## config.mk

```make
export PLATFORM = sky130hd
export DESIGN_NAME = crc_framed_packet_receiver_unit
export DESIGN_NICKNAME = d
export VERILOG_FILES = /design/src/design/cfpr_pkg.sv /design/src/design/cfpr_cfg.sv /design/src/design/cfpr_in_reg.sv /design/src/design/cfpr_frame.sv /design/src/design/cfpr_out_reg.sv /design/src/design/crc_framed_packet_receiver_unit.sv
export VERILOG_INCLUDE_DIRS = /design/src /design/src/design
export SDC_FILE = /design/constraint.sdc
export NUM_CORES = 1
export LEC_CHECK = 0
export ABC_AREA = 1
export BUFFER_PORTS_ARGS = -buffer_cell sky130_fd_sc_hd__buf_4
export CORE_MARGIN = 1
export CORE_UTILIZATION = 50
export DETAILED_ROUTE_END_ITERATION = 6
export GPL_ROUTABILITY_DRIVEN = 0
export PLACE_DENSITY_LB_ADDON = 0.08
export SLEW_MARGIN = 20
export SYNTH_ARGS = -nofsm -noshare
export SYNTH_HDL_FRONTEND = slang
export SYNTH_SLANG_ARGS = --single-unit
```

## constraint.sdc

```tcl
create_clock -name clk -period 9.8 [get_ports clk]
set_input_delay 1.96 -clock clk [delete_from_list [all_inputs] [get_ports clk]]
set_output_delay 1.96 -clock clk [all_outputs]
set_load 0.005 [all_outputs]
```

## src/design/crc_framed_packet_receiver_unit_defines.svh

```systemverilog
// ---------------------------------------------------------------------------
// crc framed packet receiver assertion macros
// shared property forms for the frame checks
// ---------------------------------------------------------------------------
`ifndef CRC_FRAMED_PACKET_RECEIVER_UNIT_DEFINES_SVH
`define CRC_FRAMED_PACKET_RECEIVER_UNIT_DEFINES_SVH

// same-cycle implication, checked out of reset
`define CFPR_ASSERT_NOW(lbl, ante, cons, msg) \
  lbl: assert property (@(posedge clk) disable iff (!rst_n) (ante) |-> (cons)) \
    else $error(msg);

// next-cycle implication, checked out of reset
`define CFPR_ASSERT_NEXT(lbl, ante, cons, msg) \
  lbl: assert property (@(posedge clk) disable iff (!rst_n) (ante) |=> (cons)) \
    else $error(msg);

`endif

```

## src/design/cfpr_pkg.sv

```systemverilog
// ---------------------------------------------------------------------------
// cfpr_pkg
// types, codes and the byte-wide crc-32 update for the frame receiver
// ---------------------------------------------------------------------------
`default_nettype none

package cfpr_pkg;

  localparam logic [31:0] CRC_POLY = 32'h04C1_1DB7;
  localparam logic [31:0] CRC_INIT = 32'hFFFF_FFFF;

  localparam logic [7:0]  START_BYTE_RST   = 8'hA5;
  localparam logic [15:0] LENGTH_LIMIT_RST = 16'd256;
  localparam logic [15:0] TIMEOUT_RST      = 16'd300;

  localparam logic [15:0] IDLE_MAX = 16'hFFFF;

  // input opcodes
  localparam logic OP_BYTE = 1'b0;
  localparam logic OP_TICK = 1'b1;

  // result events
  localparam logic [2:0] EV_PAYLOAD = 3'd0;
  localparam logic [2:0] EV_GOOD    = 3'd1;
  localparam logic [2:0] EV_BADCRC  = 3'd2;
  localparam logic [2:0] EV_TOOLONG = 3'd3;
  localparam logic [2:0] EV_TIMEOUT = 3'd4;

  // configuration register indexes
  localparam logic [1:0] CFG_START_BYTE   = 2'd0;
  localparam logic [1:0] CFG_LENGTH_LIMIT = 2'd1;
  localparam logic [1:0] CFG_TIMEOUT      = 2'd2;

  typedef enum logic [3:0] {
    PH_IDLE = 4'd0,
    PH_CMD  = 4'd1,
    PH_LEN1 = 4'd2,
    PH_LEN2 = 4'd3,
    PH_DATA = 4'd4,
    PH_CRC1 = 4'd5,
    PH_CRC2 = 4'd6,
    PH_CRC3 = 4'd7,
    PH_CRC4 = 4'd8
  } phase_t;

  typedef struct packed {
    logic       opcode;
    logic [7:0] rx_byte;
  } in_item_t;

  typedef struct packed {
    logic [2:0]  event_res;
    logic [7:0]  payload_byte;
    logic [15:0] payload_index;
    logic [7:0]  command;
    logic [15:0] frame_length;
  } out_item_t;

  typedef struct packed {
    logic [7:0]  start_byte;
    logic [15:0] length_limit;
    logic [15:0] timeout_ticks;
  } cfg_t;

  // msb-first crc-32 over one byte, unrolled over its eight bits
  function automatic logic [31:0] crc_feed(input logic [31:0] crc, input logic [7:0] b);
    logic [31:0] c;
    c = crc ^ {b, 24'h00_0000};
    for (int k = 0; k < 8; k++) begin
      c = c[31] ? ({c[30:0], 1'b0} ^ CRC_POLY) : {c[30:0], 1'b0};
    end
    return c;
  endfunction

endpackage

`default_nettype wire

```

## src/design/cfpr_cfg.sv

```systemverilog
// ---------------------------------------------------------------------------
// cfpr_cfg
// configuration registers: start byte, length limit and idle timeout
// ---------------------------------------------------------------------------
`default_nettype none

module cfpr_cfg (
  input  wire logic          clk,
  input  wire logic          rst_n,
  input  wire logic          cfg_we,
  input  wire logic [1:0]    cfg_index,
  input  wire logic [15:0]   cfg_wdata,
  output cfpr_pkg::cfg_t     cfg
);

  cfpr_pkg::cfg_t cfg_r;
  cfpr_pkg::cfg_t cfg_nxt;

  always_comb begin
    cfg_nxt = cfg_r;
    if (cfg_we) begin
      case (cfg_index)
        cfpr_pkg::CFG_START_BYTE:   cfg_nxt.start_byte    = cfg_wdata[7:0];
        cfpr_pkg::CFG_LENGTH_LIMIT: cfg_nxt.length_limit  = cfg_wdata;
        cfpr_pkg::CFG_TIMEOUT:      cfg_nxt.timeout_ticks = cfg_wdata;
        default: ;
      endcase
    end
  end

  always_ff @(posedge clk) begin
    if (!rst_n) begin
      cfg_r.start_byte    <= cfpr_pkg::START_BYTE_RST;
      cfg_r.length_limit  <= cfpr_pkg::LENGTH_LIMIT_RST;
      cfg_r.timeout_ticks <= cfpr_pkg::TIMEOUT_RST;
    end else begin
      cfg_r <= cfg_nxt;
    end
  end

  assign cfg = cfg_r;

endmodule

`default_nettype wire

```

## src/design/cfpr_in_reg.sv

```systemverilog
// ---------------------------------------------------------------------------
// cfpr_in_reg
// input register stage, refilled in the cycle its item moves on
// ---------------------------------------------------------------------------
`default_nettype none

module cfpr_in_reg (
  input  wire logic               clk,
  input  wire logic               rst_n,
  input  wire logic               in_valid,
  output logic                    in_ready,
  input  wire cfpr_pkg::in_item_t in_data,
  input  wire logic               take,
  output logic                    item_vld,
  output cfpr_pkg::in_item_t      item
);

  logic               vld_r;
  logic               vld_nxt;
  cfpr_pkg::in_item_t item_r;

  assign in_ready = !vld_r || take;
  assign vld_nxt  = (in_valid && in_ready) ? 1'b1 : (take ? 1'b0 : vld_r);

  always_ff @(posedge clk) begin
    if (!rst_n) begin
      vld_r <= 1'b0;
    end else begin
      vld_r <= vld_nxt;
    end
  end

  always_ff @(posedge clk) begin
    if (in_valid && in_ready) begin
      item_r <= in_data;
    end
  end

  assign item_vld = vld_r;
  assign item     = item_r;

endmodule

`default_nettype wire

```

## src/design/cfpr_frame.sv

```systemverilog
// ---------------------------------------------------------------------------
// cfpr_frame
// frame state machine, running crc, idle timer and result forming
// ---------------------------------------------------------------------------
`default_nettype none
`include "crc_framed_packet_receiver_unit_defines.svh"

module cfpr_frame (
  input  wire logic               clk,
  input  wire logic               rst_n,
  input  wire cfpr_pkg::cfg_t     cfg,
  input  wire logic               item_vld,
  input  wire cfpr_pkg::in_item_t item,
  input  wire logic               out_free,
  output logic                    take,
  output logic                    res_vld,
  output cfpr_pkg::out_item_t     res
);

  cfpr_pkg::phase_t phase_r, phase_nxt;
  logic [7:0]       cmd_r, cmd_nxt;
  logic [15:0]      len_r, len_nxt;
  logic [15:0]      pos_r, pos_nxt;
  logic [31:0]      crc_r, crc_nxt;
  logic [31:0]      rcrc_r, rcrc_nxt;
  logic [15:0]      idle_r, idle_nxt;

  logic [31:0] crc_fed;
  logic [15:0] pos_inc;
  logic [15:0] idle_inc;
  logic [15:0] len_full;
  logic [31:0] rcrc_full;
  logic        frame_open;
  logic [2:0]  ev;
  logic [7:0]  pb;
  logic [15:0] pi;

  assign crc_fed   = cfpr_pkg::crc_feed(crc_r, item.rx_byte);
  assign pos_inc   = pos_r + 16'd1;
  assign idle_inc  = (idle_r != cfpr_pkg::IDLE_MAX) ? (idle_r + 16'd1) : idle_r;
  assign len_full  = {item.rx_byte, len_r[7:0]};
  assign rcrc_full = {item.rx_byte, rcrc_r[23:0]};
  assign frame_open = (phase_r == cfpr_pkg::PH_CMD)  || (phase_r == cfpr_pkg::PH_LEN1) ||
                      (phase_r == cfpr_pkg::PH_LEN2) || (phase_r == cfpr_pkg::PH_DATA) ||
                      (phase_r == cfpr_pkg::PH_CRC1) || (phase_r == cfpr_pkg::PH_CRC2) ||
                      (phase_r == cfpr_pkg::PH_CRC3) || (phase_r == cfpr_pkg::PH_CRC4);

  always_comb begin
    phase_nxt = phase_r;
    cmd_nxt   = cmd_r;
    len_nxt   = len_r;
    pos_nxt   = pos_r;
    crc_nxt   = crc_r;
    rcrc_nxt  = rcrc_r;
    idle_nxt  = idle_r;
    res_vld   = 1'b0;
    ev        = cfpr_pkg::EV_PAYLOAD;
    pb        = 8'h00;
    pi        = 16'h0000;
    if (item.opcode == cfpr_pkg::OP_TICK) begin
      idle_nxt = idle_inc;
      if ((idle_inc > cfg.timeout_ticks) && frame_open) begin
        phase_nxt = cfpr_pkg::PH_IDLE;
        res_vld   = 1'b1;
        ev        = cfpr_pkg::EV_TIMEOUT;
      end else if (!frame_open) begin
        phase_nxt = cfpr_pkg::PH_IDLE;
      end
    end else begin
      idle_nxt = 16'h0000;
      case (phase_r)
        cfpr_pkg::PH_CMD: begin
          cmd_nxt   = item.rx_byte;
          crc_nxt   = crc_fed;
          phase_nxt = cfpr_pkg::PH_LEN1;
        end
        cfpr_pkg::PH_LEN1: begin
          len_nxt   = {8'h00, item.rx_byte};
          crc_nxt   = crc_fed;
          phase_nxt = cfpr_pkg::PH_LEN2;
        end
        cfpr_pkg::PH_LEN2: begin
          len_nxt = len_full;
          crc_nxt = crc_fed;
          if (len_full >= cfg.length_limit) begin
            phase_nxt = cfpr_pkg::PH_IDLE;
            res_vld   = 1'b1;
            ev        = cfpr_pkg::EV_TOOLONG;
          end else if (len_full == 16'h0000) begin
            phase_nxt = cfpr_pkg::PH_CRC1;
          end else begin
            phase_nxt = cfpr_pkg::PH_DATA;
          end
        end
        cfpr_pkg::PH_DATA: begin
          crc_nxt = crc_fed;
          pos_nxt = pos_inc;
          if (pos_inc >= len_r) begin
            phase_nxt = cfpr_pkg::PH_CRC1;
          end
          res_vld = 1'b1;
          ev      = cfpr_pkg::EV_PAYLOAD;
          pb      = item.rx_byte;
          pi      = pos_r;
        end
        cfpr_pkg::PH_CRC1: begin
          rcrc_nxt  = {24'h00_0000, item.rx_byte};
          phase_nxt = cfpr_pkg::PH_CRC2;
        end
        cfpr_pkg::PH_CRC2: begin
          rcrc_nxt  = {16'h0000, item.rx_byte, rcrc_r[7:0]};
          phase_nxt = cfpr_pkg::PH_CRC3;
        end
        cfpr_pkg::PH_CRC3: begin
          rcrc_nxt  = {8'h00, item.rx_byte, rcrc_r[15:0]};
          phase_nxt = cfpr_pkg::PH_CRC4;
        end
        cfpr_pkg::PH_CRC4: begin
          rcrc_nxt  = rcrc_full;
          phase_nxt = cfpr_pkg::PH_IDLE;
          res_vld   = 1'b1;
          ev        = (rcrc_full == crc_r) ? cfpr_pkg::EV_GOOD : cfpr_pkg::EV_BADCRC;
        end
        default: begin
          // idle, and any unused code falls back to idle
          phase_nxt = cfpr_pkg::PH_IDLE;
          if (item.rx_byte == cfg.start_byte) begin
            phase_nxt = cfpr_pkg::PH_CMD;
            cmd_nxt   = 8'h00;
            len_nxt   = 16'h0000;
            pos_nxt   = 16'h0000;
            crc_nxt   = cfpr_pkg::CRC_INIT;
            rcrc_nxt  = 32'h0000_0000;
          end
        end
      endcase
    end
  end

  // an item moves on unless its result would land on a stalled output register
  assign take = item_vld && (!res_vld || out_free);

  assign res.event_res     = ev;
  assign res.payload_byte  = pb;
  assign res.payload_index = pi;
  assign res.command       = cmd_nxt;
  assign res.frame_length  = len_nxt;

  always_ff @(posedge clk) begin
    if (!rst_n) begin
      phase_r <= cfpr_pkg::PH_IDLE;
      cmd_r   <= 8'h00;
      len_r   <= 16'h0000;
      pos_r   <= 16'h0000;
      crc_r   <= cfpr_pkg::CRC_INIT;
      rcrc_r  <= 32'h0000_0000;
      idle_r  <= 16'h0000;
    end else if (take) begin
      phase_r <= phase_nxt;
      cmd_r   <= cmd_nxt;
      len_r   <= len_nxt;
      pos_r   <= pos_nxt;
      crc_r   <= crc_nxt;
      rcrc_r  <= rcrc_nxt;
      idle_r  <= idle_nxt;
    end
  end

  `CFPR_ASSERT_NOW(a_payload_only_in_data,
    take && res_vld && (ev == cfpr_pkg::EV_PAYLOAD), phase_r == cfpr_pkg::PH_DATA,
    "payload item outside the data phase")
  `CFPR_ASSERT_NOW(a_verdict_only_at_crc_end,
    take && res_vld && ((ev == cfpr_pkg::EV_GOOD) || (ev == cfpr_pkg::EV_BADCRC)),
    phase_r == cfpr_pkg::PH_CRC4, "crc verdict before the last crc byte")
  `CFPR_ASSERT_NEXT(a_start_seeds_crc,
    take && (phase_r == cfpr_pkg::PH_IDLE) && (item.opcode == cfpr_pkg::OP_BYTE) &&
    (item.rx_byte == cfg.start_byte),
    (phase_r == cfpr_pkg::PH_CMD) && (crc_r == cfpr_pkg::CRC_INIT),
    "frame start did not seed the crc")
  `CFPR_ASSERT_NEXT(a_tick_never_lowers_idle,
    take && (item.opcode == cfpr_pkg::OP_TICK), idle_r >= $past(idle_r),
    "idle count fell on a tick")

endmodule

`default_nettype wire

```

## src/design/cfpr_out_reg.sv

```systemverilog
// ---------------------------------------------------------------------------
// cfpr_out_reg
// result register on the output channel
// ---------------------------------------------------------------------------
`default_nettype none

module cfpr_out_reg (
  input  wire logic                clk,
  input  wire logic                rst_n,
  input  wire logic                load,
  input  wire cfpr_pkg::out_item_t res,
  output logic                     out_free,
  output logic                     out_valid,
  input  wire logic                out_ready,
  output cfpr_pkg::out_item_t      out_data
);

  logic                valid_r;
  logic                valid_nxt;
  cfpr_pkg::out_item_t data_r;

  assign out_free  = !valid_r || out_ready;
  assign valid_nxt = load ? 1'b1 : (out_ready ? 1'b0 : valid_r);

  always_ff @(posedge clk) begin
    if (!rst_n) begin
      valid_r <= 1'b0;
    end else begin
      valid_r <= valid_nxt;
    end
  end

  always_ff @(posedge clk) begin
    if (load) begin
      data_r <= res;
    end
  end

  assign out_valid = valid_r;
  assign out_data  = data_r;

endmodule

`default_nettype wire

```

## src/design/crc_framed_packet_receiver_unit.sv

```systemverilog
// a result is shown from the result register, after its item passes the input register
// throughput: one item per cycle, except while a result waits on a full result register;
// the crc-32 byte update is one unrolled xor network; an item that gives a result waits
// in the input register only while the result register is full and not being taken
// reset (rst_n low, synchronous): idle, crc all ones, counters clear, registers to defaults
// ---------------------------------------------------------------------------
// crc_framed_packet_receiver_unit
// deframes start/command/length/payload/crc-32 byte streams with idle timeout
// ---------------------------------------------------------------------------
`default_nettype none

module crc_framed_packet_receiver_unit (
  input  wire logic                clk,
  input  wire logic                rst_n,
  input  wire logic                in_valid,
  output logic                     in_ready,
  input  wire cfpr_pkg::in_item_t  in_data,
  output logic                     out_valid,
  input  wire logic                out_ready,
  output cfpr_pkg::out_item_t      out_data,
  input  wire logic                cfg_we,
  input  wire logic [1:0]          cfg_index,
  input  wire logic [15:0]         cfg_wdata
);

  cfpr_pkg::cfg_t      cfg;
  cfpr_pkg::in_item_t  item;
  cfpr_pkg::out_item_t res;
  logic                item_vld;
  logic                take;
  logic                res_vld;
  logic                out_free;

  cfpr_cfg u_cfg (
    .clk       (clk),
    .rst_n     (rst_n),
    .cfg_we    (cfg_we),
    .cfg_index (cfg_index),
    .cfg_wdata (cfg_wdata),
    .cfg       (cfg)
  );

  cfpr_in_reg u_in_reg (
    .clk      (clk),
    .rst_n    (rst_n),
    .in_valid (in_valid),
    .in_ready (in_ready),
    .in_data  (in_data),
    .take     (take),
    .item_vld (item_vld),
    .item     (item)
  );

  cfpr_frame u_frame (
    .clk      (clk),
    .rst_n    (rst_n),
    .cfg      (cfg),
    .item_vld (item_vld),
    .item     (item),
    .out_free (out_free),
    .take     (take),
    .res_vld  (res_vld),
    .res      (res)
  );

  cfpr_out_reg u_out_reg (
    .clk       (clk),
    .rst_n     (rst_n),
    .load      (take && res_vld),
    .res       (res),
    .out_free  (out_free),
    .out_valid (out_valid),
    .out_ready (out_ready),
    .out_data  (out_data)
  );

endmodule

`default_nettype wire

```

==> Yosys cells after proc, flatten, opt, wreduce, memory -nomap -nowiden <==
Index checks and enable logic that the tools add are counted.
{ "word_totals": {"ff_bits": 218} }
{ "classes": {"addsub": 2, "order_cmp": 3, "n_eq_ne": 15, "n_mux": 43, "bitwise_logic": 17, "reduce_logical": 42} }
{ "op_table": {"columns": ["operator", "count"], "rows": [
  ["2-to-1 mux 27 bit", 8],
  ["case mux 24 bit (5 select lines)", 1],
  ["inverter 14 bit", 8],
  ["2-to-1 mux 16 bit", 5],
  ["case mux 32 bit (2 select lines)", 1],
  ["case mux 16 bit (3 select lines)", 1],
  ["adder 16 x 1 -> 16 bit, second input constant", 2],
  ["equality test 32 bit", 1],
  ["greater-or-equal comparator 16 bit", 2],
  ["2-to-1 mux 32 bit", 1],
  ["case mux 16 bit (2 select lines)", 1],
  ["case mux 4 bit (8 select lines)", 1],
  ["XOR 32 bit", 1],
  ["2-to-1 mux 24 bit", 1],
  ["2-to-1 mux 4 bit", 5],
  ["equality test 4 x 3 -> 1 bit, second input constant", 4],
  ["greater-than comparator 16 bit", 1],
  ["logical NOT 16 bit", 1],
  ["2-to-1 mux 8 bit", 2],
  ["!= test 16 bit, second input constant", 1],
  ["case mux 8 bit (2 select lines)", 1],
  ["OR reduction 7 bit", 2],
  ["logical OR 1 bit", 10],
  ["nonzero test 2 bit", 5],
  ["other kinds (27)", 56]
]} }

==> Logic depth before layout (Yosys ltp) <==
{ "depth": {"depth_word": 18, "depth_mapped": 25} }

==> Modules after synthesis <==
Synthesis repeated with hierarchy kept, for this count alone.
{ "hier_totals": {"cells_unflattened": 1688, "hier_area_um2": 12341.8} }
{ "by_module_without_submodules": {"columns": ["mod", "instances", "cells_each", "area_per_inst_um2"], "rows": [
  ["cfpr_frame", 1, 1372, 8777.2],
  ["cfpr_cfg", 1, 241, 1657.8],
  ["cfpr_out_reg", 1, 57, 1577.8],
  ["cfpr_in_reg", 1, 16, 321.6],
  ["crc_framed_packet_receiver_unit", 1, 2, 7.5]
]} }

==> Worst setup path before layout <==
Ideal clock, no wire load.
{ "synth_timing": {"path_type": "register to output", "start": "register u_frame.idle_r[1]", "end": "output port in_ready", "arrival_time_ns": 2.590, "required_time_ns": 7.840, "setup_slack_ns": 5.250, "stages_incl_launch_ff": 19, "n_path_buf": 0, "path_cell_list": "dfxtp_1 ha_1 nand2_1 nor2_1 nand3_1 nor3_1 inv_1 nor2_1 nand3_1 nor3_1 nor2_1 ha_1 nand4_1 nor2_1 nand2_1 nand2_1 nand3_1 nand2_2 nand3_1"} }
{ "synth_via": {"elab_chain_len": 10, "elab_cells_between_ends": 11} }
{ "synth_rtl": {"columns": ["item", "line", "rtl"], "rows": [
  ["from (decl)", "cfpr_frame.sv:26", "logic [15:0] idle_r, idle_nxt;"],
  ["from (signal assigned)", "cfpr_frame.sv:165", "idle_r <= idle_nxt;"],
  ["adder 16 x 1 -> 16 bit or != test 16 bit (tied branches)", "cfpr_frame.sv:40", "assign idle_inc = (idle_r != cfpr_pkg::IDLE_MAX) ? (idle_r + 16'd1) : idle_r;"],
  ["2-to-1 mux 16 bit *", "cfpr_frame.sv:40", null],
  ["greater-than comparator 16 bit *", "cfpr_frame.sv:62", "if ((idle_inc > cfg.timeout_ticks) && frame_open) begin"],
  ["logical AND 1 bit *", "cfpr_frame.sv:62", null],
  ["2-to-1 mux 1 bit *", "cfpr_frame.sv:62", null],
  ["2-to-1 mux 1 bit *", "cfpr_frame.sv:60", "if (item.opcode == cfpr_pkg::OP_TICK) begin"],
  ["logical NOT 1 bit *", "cfpr_frame.sv:141", "assign take = item_vld && (!res_vld || out_free);"],
  ["logical OR 1 bit *", "cfpr_frame.sv:141", null],
  ["logical AND 1 bit *", "cfpr_frame.sv:141", null],
  ["logical OR 1 bit *", "cfpr_in_reg.sv:22", "assign in_ready = !vld_r || take;"],
  ["to (decl)", "crc_framed_packet_receiver_unit.sv:16", "output logic in_ready,"]
]} }
Mark *: on every way between the ends. The rest lies on a longest branch, timed or not.

==> Worst setup path in the final report <==
Ends and elaborated chain as after synthesis.

==> impl_metrics.csv <==
group,metric,value,unit
synth,yosysWarningCount,0,
clock_tree,cts_buffer_depth,3,
final_layout,postLayoutCellArea,13400,um^2
synth,yosysMostFrequentCell,"nand2_1",
worst_hold_path,hold_depth,2,
clock_tree,postCtsSetupBuffers,0,
placed_design,post-place-cells,1888,
synth,synth-async-reset-ratio,0,%
final_layout,nNetsFinal,1681,
final_layout,final_util,57.4,%
route,postRouteWirelength,30100,um
setup_path,r2r_cells,21,
synth,synth_commonest_cells,"nand2_1, inv_1, dfxtp_1",
power,ir_worst_vdd,0.000130,V
synth,yosys-top-cells-area,"dfxtp_1, edfxtp_1, nand2_1",
clock_tree,cts_hold_buffers,0,
route,wl_per_cell,15.6,um
worst_hold_path,min_to,"u_cfg.cfg[15]$_SDFFE_PN0P_",
synth,synthCells,1542,
clock_tree,cts_root_buf,"clkbuf_16",
sta,skew,0.0285,ns
clock_tree,worstSkewPairLatency,0.54,ns
synth,synthesis.nets,1627,
route,dr.max_layer_used,"met4",
floorplanning,die_x,156,um
final_layout,drive_gt1_share,11.5,%
route,drt-initial-drc-count,814,
setup_path,critPathRequiredTime,7.84,ns
worst_hold_path,hold_path.class,"flip-flop to flip-flop",
route,met2WireLength,13400,um
setup_path,cp-start-kind,"flip-flop",
sta,fin_crit,5.82,ns
synth,syn_avg_cell_area,7.70,um^2
setup_path,critPathMaxFanout,4,
synth,syn_area,11900,um^2
floorplanning,die_area,24400,um^2
floorplanning,initial_core_util,50.8,%
final_layout,stdcell_count,1933,
final_layout,antenna_cells,0,
setup_path,cp-end-kind,"output pin",
placed_design,port_buffers,84,
route,wl_met3,1890,um
global_route,grt_pass1_wl,47900,um
status,status,"finished clean",
global_route,groute.usage.overall,24.9,%
clock_tree,cts_tree,"yes",
clock_tree,cts.sinks,218,
worst_hold_path,hp-start,"u_cfg.cfg[15]$_SDFFE_PN0P_",
synth,yosysTopAreaCellShare,26.6,%
sta,fin_crit_sh,59.4,%
route,ant_nets,0,
final_layout,area_growth,13.0,%
route,dr.pass1.iters,5,
power,cellLeakagePower,5.91,nW
clock_tree,clk_pin_slew,0.05,ns
synth,ys_seq_elements,218,
clock_tree,ctsResizeCount,0,
synth,synth_ff_type,"dfxtp_1",
setup_path,ff2ff_setup_slack,4.77,ns
power,total_power,2.11,mW
sta,slew_headroom,34.2,%
placed_design,place_hpwl,21100,um
sta,setup_tns,0,ns
floorplanning,die_h,156,um
global_route,gr-total-overflow,0,
setup_path,criticalPathCategory,"flip-flop to output pin",
clock_tree,htreeDepth,1,
setup_path,r2r_end,"u_out_reg.out_data[6]$_DFFE_PP_",
synth,synth_largest_area_cell,"dfxtp_1",
global_route,grt_start_max_net_pins,78,
sta,hold_viol,0,
sta,tightestPinTransition,0.979,ns
setup_path,crit_arrival,3.86,ns
clock_tree,cts-buffers-inserted,25,
flow_run,maxCapViolCount,0,
global_route,grt_antenna_before_repair,0,
route,drt-vias-per-instance,5.25,
placed_design,place_area,12700,um^2
placed_design,place_ws,4.53,ns
sta,whs,0.470,ns
route,met1_length,14300,um
setup_path,r2r_start,"u_frame.idle_r[1]$_SDFFE_PN0N_",
route,route.detailed.drc,0,
synth,synth_edf_count,60,
sta,setup_viol,0,
floorplanning,placementRows,56,
power,power_density,157,nW/um^2
sta,slew_violations,0,
global_route,grt_pass1_vias,9039,
sta,worst_slack,3.98,ns
floorplanning,ios,85,
synth,synth.distinct_cells,51,
sta,max_freq,172,MHz
route,via_count,10200,
synth,yosysSeqAreaShare,41.8,%
floorplanning,core_area,23400,um^2
sta,grt_setup_unrepaired,"no",
## logic make-up after synthesis
kind of cell             share of synthesized area, %
XOR/XNOR                                         7.94
AO/OA/AOI/OAI                                    11.7
multiplexers                                   0.0843
adder cells (fa/ha/maj)                          5.58
buffers and inverters                            8.26
AND/OR/NAND/NOR                                  24.7
flip-flops                                       41.8
## cells in the final DEF, fill, tap and decap left out, types with 3 or more instances in the layout
cell type and n:
clkbuf_16 25, nor2_1 157, nor3_1 12, clkbuf_1 4, o211ai_1 6, a21oi_1 123, o21ai_0 73, clkinv_2 6
buf_4 94, or2_2 14, clkinv_1 8, o22ai_1 16, nand2_1 303, nor4_1 6, inv_2 10, inv_1 168
ha_1 53, nand4_2 3, nand2_2 8, nand4_1 46, dfxtp_1 158, nor2_2 4, nand3_1 95, xor2_1 52
o21ai_1 29, xnor2_2 3, xnor2_1 42, edfxtp_1 60
## critical path, cell delays in order (launching register included)
cell,delay (ns)
dfxtp_1,0.37
ha_1,0.19
nand2_1,0.07
nor2_1,0.25
nand3_1,0.17
nor3_1,0.33
inv_1,0.10
nor2_1,0.13
nand3_1,0.12
nor3_1,0.16
nor2_1,0.09
ha_1,0.29
nand4_1,0.12
nor2_1,0.14
nand2_1,0.07
nand2_1,0.07
nand3_1,0.14
nand2_2,0.17
nand3_1,0.15
buf_4,0.19
## report_power, final
group / leakage [nW] / switching (mW) / total [mW] / internal (mW)
Combinational: 3.72 / 0.179 / 0.278 / 0.0985
Sequential: 1.82 / 0.0193 / 0.971 / 0.952
Clock: 0.370 / 0.367 / 0.859 / 0.492
Total: 5.91 / 0.566 / 2.11 / 1.54
## state kept, by name (all words and copies together) (netlist names)
| name | cells |
|---|---|
| u_frame.cmd_r | 8 |
| u_in_reg.item_vld | 1 |
| u_frame.len_r | 16 |
| u_cfg.cfg | 40 |
| u_out_reg.out_valid | 1 |
| u_out_reg.out_data | 51 |
| u_frame.phase_r | 4 |
| u_in_reg.item | 9 |
| u_frame.idle_r | 16 |
| u_frame.pos_r | 16 |
| u_frame.rcrc_r | 24 |
| u_frame.crc_r | 32 |
## worst max path at each step
stage	startpoint	endpoint	slack [ns]	depth (start not counted)
after floorplan	u_frame.idle_r[1]$_SDFFE_PN0N_	in_ready	5.25	18
after global placement	u_frame.idle_r[1]$_SDFFE_PN0N_	in_ready	4.66	19
after detailed placement	u_frame.idle_r[1]$_SDFFE_PN0N_	in_ready	4.53	19
after CTS	u_frame.idle_r[1]$_SDFFE_PN0N_	in_ready	3.93	19
after global routing	u_frame.idle_r[0]$_SDFFE_PN0N_	in_ready	3.55	19
final	u_frame.idle_r[1]$_SDFFE_PN0N_	in_ready	3.98	19
## layer usage
metal	vias up	GRT usage, %
li1	5183	-
met1	4648	36.2
met2	288	39.2
met3	32	3.42
met4	0	5.32
met5	-	0
## layout make-up
type | instances | area (um^2)
clock buffers | 29 | 641
clock inverters | 16 | 104
fillers | 2273 | 9980
inverters | 180 | 678
multi-input cells | 1077 | 5930
flip-flops and latches | 218 | 4960
well taps | 319 | 399
repair buffers | 94 | 706
(Power assumes the default switching activity.)
